`src/sv/frsr_pkg.sv`:
```
`timescale 1ns / 1ps
// frsr_pkg: constants, register indexes and sequencer states of the
// frame-rate scale regulator; no dependencies

package frsr_pkg;

  // window
  localparam int DEFAULT_WINDOW_DEPTH = 32;
  localparam int MIN_SAMPLES          = 10;

  // rate gaps in q8.8: 3 fps and 6 fps
  localparam int GAP_SMALL = 768;
  localparam int GAP_LARGE = 1536;

  // scale steps in 1/65536: about 0.001 and 0.002
  localparam int STEP_SMALL = 66;
  localparam int STEP_LARGE = 131;

  // scale clamp 0.4 .. 1.0 and write threshold of about 0.0005
  localparam int SCALE_MIN       = 26214;
  localparam int SCALE_MAX       = 65536;
  localparam int WRITE_THRESHOLD = 32;

  // target saturation 5 .. 30 fps in q8.8
  localparam int TARGET_MIN = 1280;
  localparam int TARGET_MAX = 7680;

  // register reset values
  localparam logic [12:0] TARGET_RESET   = 13'd7424;
  localparam logic [15:0] INTERVAL_RESET = 16'd5000;

  // configuration register indexes
  typedef enum logic [1:0] {
    REG_ENABLE   = 2'd0,
    REG_TARGET   = 2'd1,
    REG_INTERVAL = 2'd2
  } cfg_reg_e;

  // sequencer states
  typedef enum logic [2:0] {
    S_IDLE,
    S_SUM,
    S_DIV,
    S_EVAL,
    S_APPLY
  } state_e;

endpackage

```
`src/sv/frame_rate_scale_regulator_unit.sv`:
```
`timescale 1ns / 1ps
// frame_rate_scale_regulator_unit: sample window in a synchronous ram, sum
// over the held entries, bit-serial average divide and scale step decision
// depends on frsr_pkg
//
//   channel | direction | handshake               | payload
//   --------+-----------+-------------------------+----------------------------------
//   in      | input     | in_valid_i / in_ready_o | rate_sample_i, time_ms_i, scale_now_i
//   out     | output    | out_valid_o/out_ready_i | scale_write_o, scale_next_o,
//           |           |                         | window_average_o
//   cfg     | input     | cfg_we_i (no wait)      | cfg_index_i, cfg_data_i
//
// an enabled sample runs from transfer to result as one ram read per held
// entry, then one quotient bit per cycle over the SUM_W bit window sum,
// then decide and apply
// a disabled sample goes from idle straight to apply and leaves the window alone
// one sample is worked on at a time; in_ready_o is high only in idle
// the result register holds a result while the sink stalls; the next sample
// is taken meanwhile and waits in apply until the register frees
// reset clears control state only; the window ram needs no clearing because
// only held entries are ever read

module frame_rate_scale_regulator_unit
  import frsr_pkg::*;
#(
  parameter int WINDOW_DEPTH = DEFAULT_WINDOW_DEPTH
) (
  input  logic        clk_i,
  input  logic        rst_ni,
  // configuration writes
  input  logic        cfg_we_i,
  input  logic [1:0]  cfg_index_i,
  input  logic [15:0] cfg_data_i,
  // sample channel
  input  logic        in_valid_i,
  output logic        in_ready_o,
  input  logic [15:0] rate_sample_i,
  input  logic [31:0] time_ms_i,
  input  logic [16:0] scale_now_i,
  // result channel
  output logic        out_valid_o,
  input  logic        out_ready_i,
  output logic        scale_write_o,
  output logic [16:0] scale_next_o,
  output logic [15:0] window_average_o
);

  localparam int ADDR_W = $clog2(WINDOW_DEPTH);
  localparam int CNT_W  = $clog2(WINDOW_DEPTH + 1);
  localparam int SUM_W  = 16 + CNT_W;
  localparam int DCNT_W = $clog2(SUM_W);

  localparam logic [CNT_W:0]     DepthWide  = (CNT_W + 1)'(WINDOW_DEPTH);
  localparam logic [CNT_W-1:0]   DepthCnt   = CNT_W'(WINDOW_DEPTH);
  localparam logic [CNT_W-1:0]   MinCnt     = CNT_W'(MIN_SAMPLES);
  localparam logic signed [17:0] GapSmall   = 18'(GAP_SMALL);
  localparam logic signed [17:0] GapLarge   = 18'(GAP_LARGE);
  localparam logic signed [8:0]  StepSmall  = 9'(STEP_SMALL);
  localparam logic signed [8:0]  StepLarge  = 9'(STEP_LARGE);
  localparam logic signed [18:0] ScaleMin   = 19'(SCALE_MIN);
  localparam logic signed [18:0] ScaleMax   = 19'(SCALE_MAX);
  localparam logic signed [18:0] WriteThr   = 19'(WRITE_THRESHOLD);
  localparam logic [12:0]        TargetMin  = 13'(TARGET_MIN);
  localparam logic [12:0]        TargetMax  = 13'(TARGET_MAX);

  // circular slot arithmetic: the slot stays below the depth, the offset at most the depth
  function automatic logic [ADDR_W-1:0] wrap_add(input logic [ADDR_W-1:0] a,
                                                 input logic [CNT_W-1:0]  b);
    logic [CNT_W:0] s;
    s = (CNT_W + 1)'(a) + (CNT_W + 1)'(b);
    if (s >= DepthWide) begin
      s = s - DepthWide;
    end
    return s[ADDR_W-1:0];
  endfunction

  // ---------------------------------------------------------------------
  // registers
  // ---------------------------------------------------------------------
  state_e state_q, state_d;

  logic              enable_q;
  logic [12:0]       target_q;
  logic [15:0]       interval_q;
  logic [CNT_W-1:0]  held_q;
  logic [ADDR_W-1:0] oldest_q;
  logic [31:0]       last_adjust_q;
  logic              pending_q;

  // latched sample
  logic [31:0] time_q;
  logic [16:0] scale_q;
  logic        en_item_q;

  // window sum
  logic [CNT_W-1:0]  idx_q;
  logic              rd_vld_q;
  logic [15:0]       rd_data_q;
  logic [SUM_W-1:0]  sum_q;

  // divider: quotient shifts in where the dividend shifts out
  logic [SUM_W-1:0]  quo_q;
  logic [CNT_W-1:0]  rem_q;
  logic [DCNT_W-1:0] div_cnt_q;

  // decision
  logic signed [8:0] step_q;
  logic              adjust_q;

  // result register
  logic        out_valid_q;
  logic        scale_write_q;
  logic [16:0] scale_next_q;
  logic [15:0] avg_out_q;

  // sample window ram
  logic [15:0] window_mem [WINDOW_DEPTH];

  // ---------------------------------------------------------------------
  // combinational datapath
  // ---------------------------------------------------------------------
  logic              accept;
  logic              apply_fire;
  logic [ADDR_W-1:0] wr_addr;
  logic [ADDR_W-1:0] rd_addr;
  logic              rd_issue;
  logic [12:0]       target_sat;

  assign accept     = in_valid_i && (state_q == S_IDLE);
  assign apply_fire = (state_q == S_APPLY) && (!out_valid_q || out_ready_i);
  assign in_ready_o = (state_q == S_IDLE);

  // append while filling, else overwrite the oldest entry
  assign wr_addr  = (held_q < DepthCnt) ? wrap_add(oldest_q, held_q) : oldest_q;
  assign rd_addr  = wrap_add(oldest_q, idx_q);
  assign rd_issue = (state_q == S_SUM) && (idx_q < held_q);

  always_comb begin
    target_sat = cfg_data_i[12:0];
    if (target_sat < TargetMin) begin
      target_sat = TargetMin;
    end else if (target_sat > TargetMax) begin
      target_sat = TargetMax;
    end
  end

  // restoring divide step
  logic [CNT_W:0]   div_trial;
  logic             div_bit;
  logic [CNT_W-1:0] div_rem;

  always_comb begin
    div_trial = {rem_q, quo_q[SUM_W-1]};
    div_bit   = (div_trial >= {1'b0, held_q});
    div_rem   = div_bit ? CNT_W'(div_trial - {1'b0, held_q}) : CNT_W'(div_trial);
  end

  // gap against target and step choice
  logic [15:0]       avg;
  logic [31:0]       elapsed;
  logic              time_ok;
  logic signed [17:0] gap;
  logic signed [8:0]  step_pick;

  assign avg     = quo_q[15:0];
  assign elapsed = time_q - last_adjust_q;
  assign time_ok = (elapsed >= {16'd0, interval_q});
  assign gap     = $signed({5'd0, target_q}) - $signed({2'd0, avg});

  always_comb begin
    step_pick = '0;
    if (gap > GapSmall) begin
      step_pick = (gap > GapLarge) ? -StepLarge : -StepSmall;
    end else if (gap < -GapSmall) begin
      step_pick = (gap < -GapLarge) ? StepLarge : StepSmall;
    end
  end

  // new scale, clamp and change test
  logic signed [18:0] ns_raw;
  logic signed [18:0] ns_clamp;
  logic signed [18:0] delta;
  logic               big_change;

  always_comb begin
    ns_raw   = $signed({2'b00, scale_q}) + {{10{step_q[8]}}, step_q};
    ns_clamp = ns_raw;
    if (ns_raw < ScaleMin) begin
      ns_clamp = ScaleMin;
    end else if (ns_raw > ScaleMax) begin
      ns_clamp = ScaleMax;
    end
    delta      = ns_clamp - $signed({2'b00, scale_q});
    big_change = (delta > WriteThr) || (delta < -WriteThr);
  end

  logic [CNT_W-1:0] drop;
  assign drop = held_q >> 1;

  // ---------------------------------------------------------------------
  // sequencer
  // ---------------------------------------------------------------------
  always_ff @(posedge clk_i or negedge rst_ni) begin
    if (!rst_ni) begin
      state_q <= S_IDLE;
    end else begin
      state_q <= state_d;
    end
  end

  always_comb begin
    state_d = state_q;
    case (state_q)
      S_IDLE: begin
        if (in_valid_i) begin
          state_d = enable_q ? S_SUM : S_APPLY;
        end
      end
      S_SUM: begin
        // last read returned and accumulated
        if ((idx_q == held_q) && !rd_vld_q) begin
          state_d = S_DIV;
        end
      end
      S_DIV: begin
        if (div_cnt_q == '0) begin
          state_d = S_EVAL;
        end
      end
      S_EVAL: begin
        state_d = S_APPLY;
      end
      S_APPLY: begin
        if (!out_valid_q || out_ready_i) begin
          state_d = S_IDLE;
        end
      end
      default: begin
        state_d = S_IDLE;
      end
    endcase
  end

  // ---------------------------------------------------------------------
  // window ram: one write port, one registered read port
  // ---------------------------------------------------------------------
  always_ff @(posedge clk_i) begin
    if (accept && enable_q) begin
      window_mem[wr_addr] <= rate_sample_i;
    end
    rd_data_q <= window_mem[rd_addr];
  end

  // ---------------------------------------------------------------------
  // control state and configuration
  // ---------------------------------------------------------------------
  always_ff @(posedge clk_i or negedge rst_ni) begin
    if (!rst_ni) begin
      enable_q      <= 1'b0;
      target_q      <= TARGET_RESET;
      interval_q    <= INTERVAL_RESET;
      held_q        <= '0;
      oldest_q      <= '0;
      last_adjust_q <= '0;
      pending_q     <= 1'b1;
      idx_q         <= '0;
      rd_vld_q      <= 1'b0;
      div_cnt_q     <= '0;
      out_valid_q   <= 1'b0;
    end else begin
      rd_vld_q <= rd_issue;

      if (cfg_we_i) begin
        case (cfg_index_i)
          REG_ENABLE: begin
            // turning on empties the window and rearms the timer
            if (cfg_data_i[0] && !enable_q) begin
              held_q    <= '0;
              oldest_q  <= '0;
              pending_q <= 1'b1;
            end
            enable_q <= cfg_data_i[0];
          end
          REG_TARGET: begin
            target_q <= target_sat;
          end
          REG_INTERVAL: begin
            interval_q <= cfg_data_i;
          end
          default: begin
          end
        endcase
      end else if (accept && enable_q) begin
        if (pending_q) begin
          last_adjust_q <= time_ms_i;
          pending_q     <= 1'b0;
        end
        if (held_q < DepthCnt) begin
          held_q <= held_q + CNT_W'(1);
        end else begin
          oldest_q <= wrap_add(oldest_q, CNT_W'(1));
        end
      end else if (apply_fire && en_item_q && adjust_q) begin
        // restart timer and, above the minimum count, drop the older half of the window
        last_adjust_q <= time_q;
        if (held_q > MinCnt) begin
          oldest_q <= wrap_add(oldest_q, drop);
          held_q   <= held_q - drop;
        end
      end

      if (accept) begin
        idx_q <= '0;
      end else if (rd_issue) begin
        idx_q <= idx_q + CNT_W'(1);
      end

      if (state_q == S_SUM) begin
        div_cnt_q <= DCNT_W'(SUM_W - 1);
      end else if (state_q == S_DIV) begin
        div_cnt_q <= div_cnt_q - DCNT_W'(1);
      end

      if (apply_fire) begin
        out_valid_q <= 1'b1;
      end else if (out_ready_i) begin
        out_valid_q <= 1'b0;
      end
    end
  end

  // ---------------------------------------------------------------------
  // payload registers
  // ---------------------------------------------------------------------
  always_ff @(posedge clk_i) begin
    if (accept) begin
      time_q    <= time_ms_i;
      scale_q   <= scale_now_i;
      en_item_q <= enable_q;
      sum_q     <= '0;
    end else if (rd_vld_q) begin
      sum_q <= sum_q + SUM_W'(rd_data_q);
    end

    if (state_q == S_SUM) begin
      quo_q <= sum_q;
      rem_q <= '0;
    end else if (state_q == S_DIV) begin
      quo_q <= {quo_q[SUM_W-2:0], div_bit};
      rem_q <= div_rem;
    end

    if (state_q == S_EVAL) begin
      step_q   <= step_pick;
      adjust_q <= (held_q >= MinCnt) && time_ok && (step_pick != '0);
    end

    if (apply_fire) begin
      if (en_item_q && adjust_q && big_change) begin
        scale_write_q <= 1'b1;
        scale_next_q  <= ns_clamp[16:0];
      end else begin
        scale_write_q <= 1'b0;
        scale_next_q  <= '0;
      end
      avg_out_q <= en_item_q ? avg : '0;
    end
  end

  assign out_valid_o      = out_valid_q;
  assign scale_write_o    = scale_write_q;
  assign scale_next_o     = scale_next_q;
  assign window_average_o = avg_out_q;

  // ---------------------------------------------------------------------
  // assertions
  // ---------------------------------------------------------------------
  a_held_bound : assert property (@(posedge clk_i) disable iff (!rst_ni)
    held_q <= DepthCnt)
    else $error("held count beyond window depth");

  a_oldest_bound : assert property (@(posedge clk_i) disable iff (!rst_ni)
    oldest_q < ADDR_W'(WINDOW_DEPTH - 1) || oldest_q == ADDR_W'(WINDOW_DEPTH - 1))
    else $error("oldest slot beyond window depth");

  a_write_range : assert property (@(posedge clk_i) disable iff (!rst_ni)
    out_valid_o && scale_write_o |->
      scale_next_o >= 17'(SCALE_MIN) && scale_next_o <= 17'(SCALE_MAX))
    else $error("written scale outside clamp range");

  a_no_write_zero : assert property (@(posedge clk_i) disable iff (!rst_ni)
    out_valid_o && !scale_write_o |-> scale_next_o == '0)
    else $error("scale_next not zero without a write");

  a_read_in_sum : assert property (@(posedge clk_i) disable iff (!rst_ni)
    rd_vld_q |-> state_q == S_SUM && $past(state_q) == S_SUM)
    else $error("window read returned outside the sum phase");

endmodule

```
`config.mk`:
```
export PLATFORM = sky130hd
export DESIGN_NAME = frame_rate_scale_regulator_unit
export DESIGN_NICKNAME = d
export VERILOG_FILES = /design/src/sv/frsr_pkg.sv /design/src/sv/frame_rate_scale_regulator_unit.sv
export SDC_FILE = /design/constraint.sdc
export NUM_CORES = 1
export LEC_CHECK = 0
export ABC_AREA = 1
export BUFFER_PORTS_ARGS = -buffer_cell sky130_fd_sc_hd__buf_2
export CAP_MARGIN = 5
export CORE_UTILIZATION = 51
export DETAILED_ROUTE_END_ITERATION = 12
export PLACE_DENSITY = 0.67
export REMOVE_ABC_BUFFERS = 1
export SLEW_MARGIN = 15
export SYNTH_ARGS = -nofsm -noshare
export SYNTH_HDL_FRONTEND = slang
export SYNTH_SLANG_ARGS = --single-unit
```
`constraint.sdc`:
```
create_clock -name clk_i -period 7.5 [get_ports clk_i]
set_input_delay 1.125 -clock clk_i [delete_from_list [all_inputs] [get_ports clk_i]]
set_output_delay 1.125 -clock clk_i [all_outputs]
set_load 0.05 [all_outputs]
```
; Yosys cells after proc, flatten, opt, wreduce, memory -nomap -nowiden
; Memory sizes are Yosys's and may differ from the RTL's. A register that Yosys moved wholly into a read port is not among the register bits.
; Cells that the tools add are included.
; W data, S select, Z words.
[totals]
memories = 1
in_bits = 88
ff_bits = 234
ram_bits = 512
out_inout_bits = 36
word_cells = 167
[classes]
add_sub_neg = 18
mux = 52
order_cmp = 20
n_reduce_logical = 36
eq_ne = 16
bitwise_logic = 1
[memory_table]
columns = name, words, width, read_ports, rd_ports_with_merged_regs, write_ports, line
row1 = window_mem, 32, 16, 1, 1, 1, frame_rate_scale_regulator_unit.sv:117  ; logic [15:0] window_mem [WINDOW_DEPTH];
[ops]
columns = op, count
row1 = $mux W32, 3
row2 = $mux W5, 14
row3 = $mux W6, 10
row4 = $mux W22, 2
row5 = $mux W19, 2
row6 = $ge A32 B16 Y1, 1
row7 = $sub A32 B32 Y32, 1
row8 = $mux W13, 2
row9 = $sub A5 B1 Y5 const B, 5
row10 = $mux W8, 3
row11 = $add A22 B16 Y22, 1
row12 = $add A18 B9 Y19, 1
row13 = $gt A19 B18 Y1 const B, 1
row14 = $gt A19 B7 Y1 const B, 1
row15 = $lt A19 B16 Y1 const B, 1
row16 = $lt A19 B6 Y1 const B, 1
row17 = $sub A19 B18 Y19, 1
row18 = $gt A17 B11 Y1 const B, 1
row19 = $gt A17 B12 Y1 const B, 1
row20 = $lt A17 B11 Y1 const B, 1
row21 = $lt A17 B12 Y1 const B, 1
row22 = $sub A13 B16 Y17, 1
row23 = $mux W3, 5
row24 = $pmux W3 S5, 1
row25 = 40 further kinds, 82

; Longest topological paths before layout
[logic_depth]
word_depth = 9
mapped_depth = 35
mapped_depth_nobuf = 33

; Worst setup path after synthesis
; Ideal clock, no wire load.
[synth_path]
path_type = reg-to-reg
startpoint = register step_q[5]
endpoint = register scale_next_q[0], in the netlist scale_next_o[0] (data pin)
path_stages_with_launch = 31
setup_time_ps = 253
slack_ps = 3179
required_time_ps = 7247
arrival_ps = 4068
period_less_slack_ps = 4321
n_path_buf = 1
cell_sequence = edfxtp_1 -> ha_1 -> nand2_2 -> inv_2 -> nand2_2 -> nand2_2 -> a21oi_2 -> nand2_2 -> nand2_2 -> nand3_1 -> nand2_4 -> nand2_4 -> nor2_4 -> nand3_2 -> nand2_4 -> nand3_1 -> ha_1 -> fa_1 -> inv_1 -> nand3_1 -> nand3_1 -> nand2_1 -> nand2_1 -> nand3_1 -> nand2_1 -> nand2_1 -> a21oi_1 -> nand4_1 -> nand3_2 -> buf_6 -> nor2_1
[synth_via]
elab_chain_len = 8
elab_cells_between_ends = 10
classes_between = add/sub (2) / order compare (4) / mux (2) / reduce/logical (2)
[synth_rtl]
columns = item, line
row1 = from (decl), frame_rate_scale_regulator_unit.sv:107  ; logic signed [8:0] step_q;
row2 = from (signal assigned), frame_rate_scale_regulator_unit.sv:354  ; step_q <= step_pick;
row3 = $add A18 B9 Y19 (*), frame_rate_scale_regulator_unit.sv:186  ; ns_raw = $signed({2'b00, scale_q}) + {{10{step_q[8]}}, step_q};
row4 = $gt A19 B18 Y1, frame_rate_scale_regulator_unit.sv:190  ; end else if (ns_raw > ScaleMax) begin
row5 = $mux W19, frame_rate_scale_regulator_unit.sv:190
row6 = $mux W19 (*), frame_rate_scale_regulator_unit.sv:188  ; if (ns_raw < ScaleMin) begin
row7 = $sub A19 B18 Y19, frame_rate_scale_regulator_unit.sv:193  ; delta = ns_clamp - $signed({2'b00, scale_q});
row8 = $gt A19 B7 Y1 or $lt A19 B6 Y1 (tied branches), frame_rate_scale_regulator_unit.sv:194  ; big_change = (delta > WriteThr) || (delta < -WriteThr);
row9 = $logic_or A1 B1 Y1, frame_rate_scale_regulator_unit.sv:194
row10 = $logic_and A1 B1 Y1, frame_rate_scale_regulator_unit.sv:359  ; if (en_item_q && adjust_q && big_change) begin
row11 = to (signal assigned), frame_rate_scale_regulator_unit.sv:361  ; scale_next_q <= ns_clamp[16:0];
row12 = to (decl), frame_rate_scale_regulator_unit.sv:113  ; logic [16:0] scale_next_q;
; Mark *: on every way between the ends. The rest lies on a longest branch, timed or not.
; A chain may end at the register's enable or synchronous reset.

; Worst setup path in the final report
[layout_path]
startpoint = register step_q[5]
endpoint = register scale_next_q[4], in the netlist scale_next_o[4] (data pin)
; Same word-level chain as after synthesis.

==> results.cfg <==
[critical_path]
start_kind = flip-flop
cp_data_required_time_ns = 7.88
endpoint_kind = flip-flop
crit_fanout = 21
crit_top_cell = nand2_1
crit_slowest_cell = edfxtp_1
cpPeakStageDelay_ns = 0.67
worstSetupPathType = reg -> reg
worstPathArrival_ns = 5.73

[synthesis]
synth_area_leader_cell = edfxtp_1
ys_ff_latch = 758
netlist_area_um2 = 38200
synth_top_area_share = 0.490
ys_top_cells_by_area = edfxtp_1 (49%), nand2_1 (8.7%), nor2_1 (5.3%)
yosys_warnings = 0
synth_area_per_cell_um2 = 9.64
synthCells = 3966
ys_seq_area_frac = 0.573
synth_common_cells = nand2_1 (883), edfxtp_1 (624), nor2_1 (540)
synth.most_common_cell = nand2_1
synth-edff-count = 624
synth_ff_type = edfxtp_1
synth_cell_types = 53
ys_async_sr_fraction = 0.119

[clock_network]
htree_levels = 3
cts_tree = done
root_buffer = clkbuf_16
cts_resized = 0
numCtsBuffers = 82
cts.sink_count = 758
holdBufCountCts = 0
clk_latency_ns = 0.66
clk_path_buf_depth = 3
clk_pin_slew_ns = 0.06
cts_setup_buffers = 0

[sta]
slew_headroom = 0.205
tns_ns = 0
fin_worst_skew_ns = 0.0335
worstMarginPinSlew_ns = 1.19
setup_violations = 0
fmax_mhz = 187
timing.final.crit_share = 0.713
drv_slew = 0
fin_crit_ns = 5.35
hold_viol_final = 0
rsz0062_at_grt = no

[floorplanning]
initial_core_util = 0.514
ios = 124
coreArea_um2 = 74300
die_w_um = 276
die_h_um = 276
dieArea_um2 = 76000
rows = 100

[final_layout]
synthToLayoutAreaGrowth_pct = 11.6
seq_area_um2 = 21900
num_antenna_cells = 0
fill_cells = 6435
fin_nets = 4327
layout-drive-gt1-share = 0.0920
fin_util = 0.574
multiInputGateArea_um2 = 14100

[pwr]
ir_worst_vdd_v = 0.000333
powerDensity_nw_per_um2 = 428
p_leak_nw = 17.7
power_w = 0.0183

[drt]
vias = 28300
via_per_inst = 5.52
drt_iter0_drc = 2246
ant_nets = 0
routed_wl_um = 94400
drc_errors = 0
post_drt_wl_per_cell_um = 18.4
dr.pass1.iters = 5

[grt]
grt_max_degree = 144
grt_pass1_wl_um = 147000
antenna_found_initial = 0
grtUsageTotal = 0.249
grt_remaining_overflow = 0
grt_pass1_vias = 26600

[outcome]
outcome = finished clean

[job]
max_cap_violations = 0

[place]
dp_hpwl_um = 61600
io_buffers = 123
gp_congestion = 0.913

[worst_hold_path]
hp-class = in -> async
[worst paths after layout]
check | from | end | slack [ns] | cells after the start
setup / recovery | step_q[5] | scale_next_o[4] | 2.15 | 29
hold / removal | rst_ni | last_adjust_q[26] | 0.41 | 1
setup reg to reg | step_q[5] | scale_next_o[4] | 2.15 | 29
hold reg to reg | rem_q[1] | rem_q[1] | 0.48 | 2
max in group asynchronous | rst_ni | div_cnt_q[1] | 5.92 | 2
min in group clk_i | rem_q[1] | rem_q[1] | 0.48 | 2
[worst max-delay path, delay by kind of cell (launching register included)]
family	cells	cell delay (ns)
compound gates	1	0.12
simple gates	22	2.35
flops	1	0.67
fa+ha+maj	3	1.20
buf+inv	2	0.40
xor+xnor	1	0.32
[metrics by stage]
stage | cell area (um2) | std cells | setup slack, ns | hold WS [ns]
after floorplan | 37600 | 3831 | -3.63 | 0.429
after global placement | 39900 | 4970 | 2.29 | 0.457
after detailed placement | 39900 | 4970 | 2.21 | 0.469
after CTS | 42600 | 5122 | 2.20 | 0.394
after global routing | 42600 | 5122 | 1.50 | 0.428
final | 42600 | 5122 | 2.15 | 0.406
[routing by layer]
metal	track usage	wire [um]	up-vias
met1	0.349	42400	13500
met2	0.400	43100	852
met5	0	0	-
met4	0.0807	2830	0
li1	-	-	13800
met3	0.0325	6040	160
[cells by family (layout without fill, tap and decap cells)]
| kind of cell | Yosys count | in the layout | synth area share |
|---|---|---|---|
| and+or+nand+nor | 1715 | 1715 | 0.184 |
| DFF | 758 | 758 | 0.573 |
| AOI/OAI and AO/OA | 627 | 627 | 0.102 |
| buffers and inverters | 592 | 779 | 0.0599 |
| adders and majority gates | 154 | 154 | 0.0522 |
| muxes | 64 | 64 | 0.0168 |
| xor gates and xnor gates | 56 | 56 | 0.0128 |
[cells in the final DEF, fill, tap and decap left out, drive strengths merged, types with 111 or more instances in the layout]
cell / count
clkbuf: 111
o21ai: 261
nand3: 180
a21oi: 133
inv: 456
nor2: 552
edfxtp: 624
nand2: 908
buf: 170
ha: 145
[where the power goes]
part           internal (W)  leakage [nW]  total, W  switching, W
logic               0.00282          9.34   0.00874       0.00591
clock network       0.00230          1.30   0.00401       0.00171
registers           0.00515          7.09   0.00553      0.000373
[state kept, by name (all words and copies together), names as in the netlist, 3 cells and up]
name / cells
step_q: 5
window_average_o: 16
rem_q: 6
interval_q: 16
held_q: 6
rd_data_q: 16
scale_next_o: 17
target_q: 13
window_mem: 512
state_q: 3
sum_q: 22
idx_q: 6
quo_q: 22
scale_q: 17
oldest_q: 5
last_adjust_q: 32
div_cnt_q: 5
time_q: 32
[area by class of cell]
type                       instances  share of cell area
clock inverter                    41              0.0101
multi-input combinational       2616               0.331
tap                              969              0.0284
inverter                         457              0.0404
sequential                       758               0.513
timing repair buffer             170              0.0234
clock buffer                     111              0.0533
Note: power is estimated with default switching activity, not from simulation.
